## config.mk

```make
export PLATFORM = sky130hd
export DESIGN_NAME = seg_div_cell
export DESIGN_NICKNAME = d
export VERILOG_FILES = /design/src/seg_pkg.sv /design/src/seg_div_cell.sv
export SDC_FILE = /design/constraint.sdc
export NUM_CORES = 1
export LEC_CHECK = 0
export ABC_CLOCK_PERIOD_IN_PS = 3400
export BUFFER_PORTS_ARGS = -buffer_cell sky130_fd_sc_hd__buf_2
export CORE_AREA = 2 2 159 161
export CTS_BUF_LIST = sky130_fd_sc_hd__clkbuf_2 sky130_fd_sc_hd__clkbuf_4 sky130_fd_sc_hd__clkbuf_8
export DETAILED_ROUTE_END_ITERATION = 12
export DIE_AREA = 0 0 161 163
export PLACE_DENSITY = 0.77
export SLEW_MARGIN = 20
export SYNTH_ARGS = -nofsm -noshare
export SYNTH_HDL_FRONTEND = slang
export SYNTH_SLANG_ARGS = --single-unit
```

## constraint.sdc

```tcl
create_clock -name clk -period 3.4 [get_ports clk]
set_clock_uncertainty 0.15 [all_clocks]
set_input_delay 0.17 -clock clk [delete_from_list [all_inputs] [get_ports clk]]
set_output_delay 0.17 -clock clk [all_outputs]
set_load 0.02 [all_outputs]
```

## src/seg_pkg.sv

```systemverilog
// Shared types and constants for the segment intersection block.
package seg_pkg;

  // Default coordinate width
  localparam int COORD_BITS_DEF = 16;

  // Result codes
  typedef enum logic [1:0] {
    OUT_NONE      = 2'd0,
    OUT_HIT       = 2'd1,
    OUT_COLLINEAR = 2'd2
  } outcome_t;

  // Control word that travels with each request down the pipe
  typedef struct packed {
    logic     valid;
    outcome_t outcome;
    logic     use_div;
    logic     neg_x;
    logic     neg_y;
  } seg_ctrl_t;

endpackage

```

## src/seg_div_cell.sv

```systemverilog
// One restoring-division cell: settles one quotient bit of x and of y.
module seg_div_cell #(
  parameter int COORD_BITS = seg_pkg::COORD_BITS_DEF,
  parameter int SHIFT      = 0
) (
  input  logic                    clk,
  input  logic                    rst,
  input  seg_pkg::seg_ctrl_t      ctrl_in,
  input  logic [COORD_BITS-1:0]   px_in,
  input  logic [COORD_BITS-1:0]   py_in,
  input  logic [2*COORD_BITS+1:0] d_in,
  input  logic [3*COORD_BITS+1:0] rx_in,
  input  logic [3*COORD_BITS+1:0] ry_in,
  input  logic [COORD_BITS-1:0]   qx_in,
  input  logic [COORD_BITS-1:0]   qy_in,
  output seg_pkg::seg_ctrl_t      ctrl_out,
  output logic [COORD_BITS-1:0]   px_out,
  output logic [COORD_BITS-1:0]   py_out,
  output logic [2*COORD_BITS+1:0] d_out,
  output logic [3*COORD_BITS+1:0] rx_out,
  output logic [3*COORD_BITS+1:0] ry_out,
  output logic [COORD_BITS-1:0]   qx_out,
  output logic [COORD_BITS-1:0]   qy_out
);
  import seg_pkg::*;

  localparam int NW = 3 * COORD_BITS + 2;

  logic [NW-1:0]         dsh;
  logic                  ge_x, ge_y;
  logic [COORD_BITS-1:0] qx_set, qy_set;

  // Trial subtract of the shifted divisor
  always_comb begin
    dsh  = NW'(d_in) << SHIFT;
    ge_x = rx_in >= dsh;
    ge_y = ry_in >= dsh;
    qx_set        = qx_in;
    qy_set        = qy_in;
    qx_set[SHIFT] = ge_x;
    qy_set[SHIFT] = ge_y;
  end

  always_ff @(posedge clk) begin
    if (rst) begin
      ctrl_out <= '0;
    end else begin
      ctrl_out <= ctrl_in;
    end
    px_out <= px_in;
    py_out <= py_in;
    d_out  <= d_in;
    rx_out <= ge_x ? rx_in - dsh : rx_in;
    ry_out <= ge_y ? ry_in - dsh : ry_in;
    qx_out <= qx_set;
    qy_out <= qy_set;
  end

endmodule

```

# --- Yosys cells after proc, flatten, opt, wreduce, memory -nomap -nowiden ---
# Cells that the tools add are included.
totals:
  regBits: 204
  wordCells: 18
  output_inout_bits: 204
  in_bits: 206
classes:
  magnitude_cmp: 2
  addsub: 2
  n_mux: 2
ops:
  columns: ["operator", "count"]
  rows:
  - ["greater-or-equal comparator 50 x 34 -> 1 bit", 2]
  - ["2-to-1 mux 50 bit", 2]
  - ["subtractor 50 x 34 -> 50 bit", 2]

# --- Depth between registers and ports, before layout ---
depth:
  word_depth: 2
  ltp_mapped: 14
  ltp_nobuf: 13

# --- Worst setup path before layout ---
# Ideal clock, no wire load.
synth_timing:
  kind: "input to register"
  from: "input rx_in[0]"
  to: "register rx_out[40]"
  path_stages: 13
  required_ps: 3132
  n_path_buf: 0
  slack_ps: 339
  setup_ps: 118
  arrival_ps: 2793
  path_cell_list: "inv_1 > ha_1 > inv_1 > fa_1 > a21o_1 > a311o_1 > a21oi_1 > a21oi_1 > a211oi_1 > o311ai_0 > a21oi_1 > nand4_1 > xnor2_1"
synth_between:
  elab_chain_len: 2
  elab_cells_between_ends: 3
  classes_between: "add/sub (1); order compare (1); mux (1)"
synth_lines:
  columns: ["element", "line_no", "text"]
  rows:
  - ["from (decl)", "seg_div_cell.sv:12", "input logic [3*COORD_BITS+1:0] rx_in,"]
  - ["subtractor 50 x 34 -> 50 bit or greater-or-equal comparator 50 x 34 -> 1 bit (tied branches)", "seg_div_cell.sv:53, seg_div_cell.sv:36", null]
  - ["2-to-1 mux 50 bit (*)", "seg_div_cell.sv:53", "rx_out <= ge_x ? rx_in - dsh : rx_in;"]
  - ["to (signal assigned)", "seg_div_cell.sv:53", null]
  - ["to (decl)", "seg_div_cell.sv:20", "output logic [3*COORD_BITS+1:0] rx_out,"]
# Every way passes the cells marked *; elsewhere a longest branch is shown, timed or not.
# A chain may end at the register's enable or synchronous reset.

# --- Worst setup path after layout ---
layout_timing:
  from: "input ry_in[0]"
  to: "register ry_out[0]"
layout_between:
  elab_chain_len: 2
  elab_cells_between_ends: 3
  classes_between: "add/sub (1); order compare (1); mux (1)"
layout_lines:
  columns: ["element", "line_no", "text"]
  rows:
  - ["from (decl)", "seg_div_cell.sv:13", "input logic [3*COORD_BITS+1:0] ry_in,"]
  - ["subtractor 50 x 34 -> 50 bit or greater-or-equal comparator 50 x 34 -> 1 bit (tied branches)", "seg_div_cell.sv:54, seg_div_cell.sv:37", null]
  - ["2-to-1 mux 50 bit (*)", "seg_div_cell.sv:54", "ry_out <= ge_y ? ry_in - dsh : ry_in;"]
  - ["to (signal assigned)", "seg_div_cell.sv:54", null]
  - ["to (decl)", "seg_div_cell.sv:21", "output logic [3*COORD_BITS+1:0] ry_out,"]
# Marked as above.

==> out/metrics.cfg <==
[yosys]
synthTopCellsByArea=dfxtp_1 43%, ha_1 8.9%, a21oi_1 5.8%
synth-xor-area-share_pct=8.805
ys_async_sr_fraction_pct=0
synth_edf_count=0
synth_top_area_share_pct=42.77
yosys.area.top_type=dfxtp_1
avgSynthCellArea_um2=8.866
synth_top_family_by_area=compound AO/OA/AOI/OAI gates
synthCells=1077
ys.flop_type=dfxtp_1
synth_nets=1353
synth.area.mux_share_pct=1.048
synth_adder_area_share_pct=9.329
yosys_warnings=0
yosys_register_bits=204
mappedNetlistArea_um2=9549
synth_compound_area_share_pct=17.87
ys_seq_area_share_pct=42.77
synth_cell_type_count=57
synth-simple-area-share_pct=16.14

[placement]
dp_slack_ns=-0.07664
numPortBuffers=407
place_congestion=0.9078
post_dp_cell_area_um2=12120
place_hpwl_um=26680

[sta]
finalCriticalPeriod_ns=3.327
rsz0062_at_grt=yes
slew_viol_final=0
setup_ws_ns=0.07252
setup_viol=0
worstMarginPinSlew_ns=0.7092
period_share_pct=97.87
timing.fmax_ghz=0.3005
slew_headroom_pct=51.97
fin_hold_ws_ns=-0.3375
final_hold_viol_count=2

[hold_path]
hp-start=d_in[0]
whs_path_depth=1
hold_end=d_out[0]
worstHoldPathType=input port to register

[power]
power.switching_mw=2.366
p_leak_nw=7.107
p_per_area_nw_per_um2=494.2
irDropWorstVdd_uv=328.8
clock_power_share_pct=34.9
p_int_mw=5.075
p_seq_share_pct=37.1
swShare_pct=31.79
power_mw=7.441
comb_power_share_pct=28.0

[clocking]
cts_max_path_buffers=3
numCtsBuffers=37
clk_pin_slew_ns=0.06
hold_buffers=206
cts-htree-levels=2
tritoncts=yes
cts_root_buf=clkbuf_8
cts_sinks=204

[floorplanning]
die_w_um=161
design.core.area_um2=24670
initial_core_util_pct=38.70
dieHeight_um=163
die-area_um2=26240
std_cell_rows=58
pin_count=410

[grt]
grt_first_pass_wirelength_um=56820
grt_pass1_vias=10740
track_usage_pct=27.31
grt-ovfl-total=0
antenna_found_initial=2
grt_max_degree=37

[route]
avgViaCountPerCell=5.159
post_drt_wl_per_cell_um=18.04
dr_total_vias=10770
firstDrtPassIters=5
antenna_violating_nets_post_route=0
drc_errors=0
wirelength_um=37670
drt_iter0_markers=860

[outcome]
status=finished with violations
violations=hold timing

[critical_path]
crit_arrival_ns=3.62
cp_num_cells=15
crit_path_end_kind=register
cp.required_ns=3.69
path_buf_inv=6
crit_chain=dlygate4sd3_1 -> buf_2 -> inv_1 -> ha_1 -> inv_1 -> fa_1 -> a21o_1 -> a31oi_4 -> o31a_1 -> o211ai_1 -> a31o_2 -> a211oi_4 -> buf_6 -> buf_4 -> mux2i_1
cp-start-kind=input port
path_delay_family=compound AO/OA/AOI/OAI gates
critical_path.slowest_cell=dlygate4sd3_1
crit_top_cell=inv_1
critPathKind=input port to register
cpPeakStageDelay_ns=0.54
crit_fanout=9

[layout]
syn2layout_area_growth_pct=57.68
design_area_um2=15060
final_util_pct=61.02
drive_above_1_share_pct=30.14
final_cell_mix=407 x buf_2, 206 x dlygate4sd3_1, 204 x dfxtp_1
final_common_cell=buf_2
num-nets-final=2007

[job]
cap_violations=0

-- worst max-delay path by stage --
| stage | from | end | slack (ns) |
|---|---|---|---|
| finish | ry_in[0] | ry_out[0] | 0.07 |
| CTS | rx_in[4] | rx_out[43] | 0.05 |
| global route | d_in[3] | ry_out[45] | -0.04 |
| global placement | rx_in[0] | rx_out[40] | 0.005 |
| floorplan | rx_in[0] | rx_out[40] | 0.34 |
| detailed placement | rx_in[0] | rx_out[44] | -0.08 |
-- sequential cells by signal (all words and copies together), names as in the netlist --
register and count:
ry_out 50, d_out 34, rx_out 50, px_out 16, py_out 16, qy_out 16
qx_out 16, ctrl_out 6
-- per-stage QoR --
step | cells | TNS, ns
after floorplan | 1077 | 0
after global placement | 1814 | 0
after detailed placement | 1814 | -0.2399
after CTS | 2083 | 0
final | 2088 | 0
after global routing | 2087 | -0.06829
-- final cells by class --
class | instances | area, um^2
multi-input combinational | 780 | 5111
fill | 2005 | 9617
clock buffer | 50 | 644.4
sequential | 204 | 4084
timing repair buffer | 653 | 4415
inverter | 55 | 206.4
antenna | 3 | 7.507
clock inverter | 13 | 175.2
tap | 330 | 412.9
-- cells by family after synthesis --
kind of cell,count (synthesis)
adder cells (fa/ha/maj),70
buffers and inverters,93
XOR/XNOR,96
multiplexers,9
AND/OR/NAND/NOR,322
flip-flops,204
AO/OA/AOI/OAI,283
-- layer usage --
metal	vias up	track usage (%)	wire length, um
met5	-	0	0
met4	0	12.38	1677
met3	135	5.169	2278
met2	530	47.83	18280
met1	5001	32.54	15440
li1	5105	-	-
-- cell usage after synthesis, drive strengths merged (11+ instances only) --
library cell	n
nor2b	11
nor3	23
ha	68
nor2	77
dfxtp	204
nand3	28
xnor2	60
nand2b	11
buf	12
a21oi	111
nand4	21
nor4	14
nand2	98
xor2	36
o21ai	68
o211ai	12
inv	55
a21o	31
clkbuf	26
-- repair_timing --
item / in CTS / in global routing
hold endpoints to repair: 202 / 2
buffers inserted: 0 / 2
gates resized for setup: 0 / 9
setup endpoints to repair: 0 / 53
-- power groups by stage --
stage               combinational (mW)  clock [mW]  sequential, mW
finish                            2.08        2.60            2.76
global route                      2.23        2.76            2.78
CTS                               2.03        2.63            2.75
detailed placement                1.83           0            2.80
global placement                  1.81           0            2.80
floorplan                        0.763           0            3.15
Power figures use the tool's default switching activity.
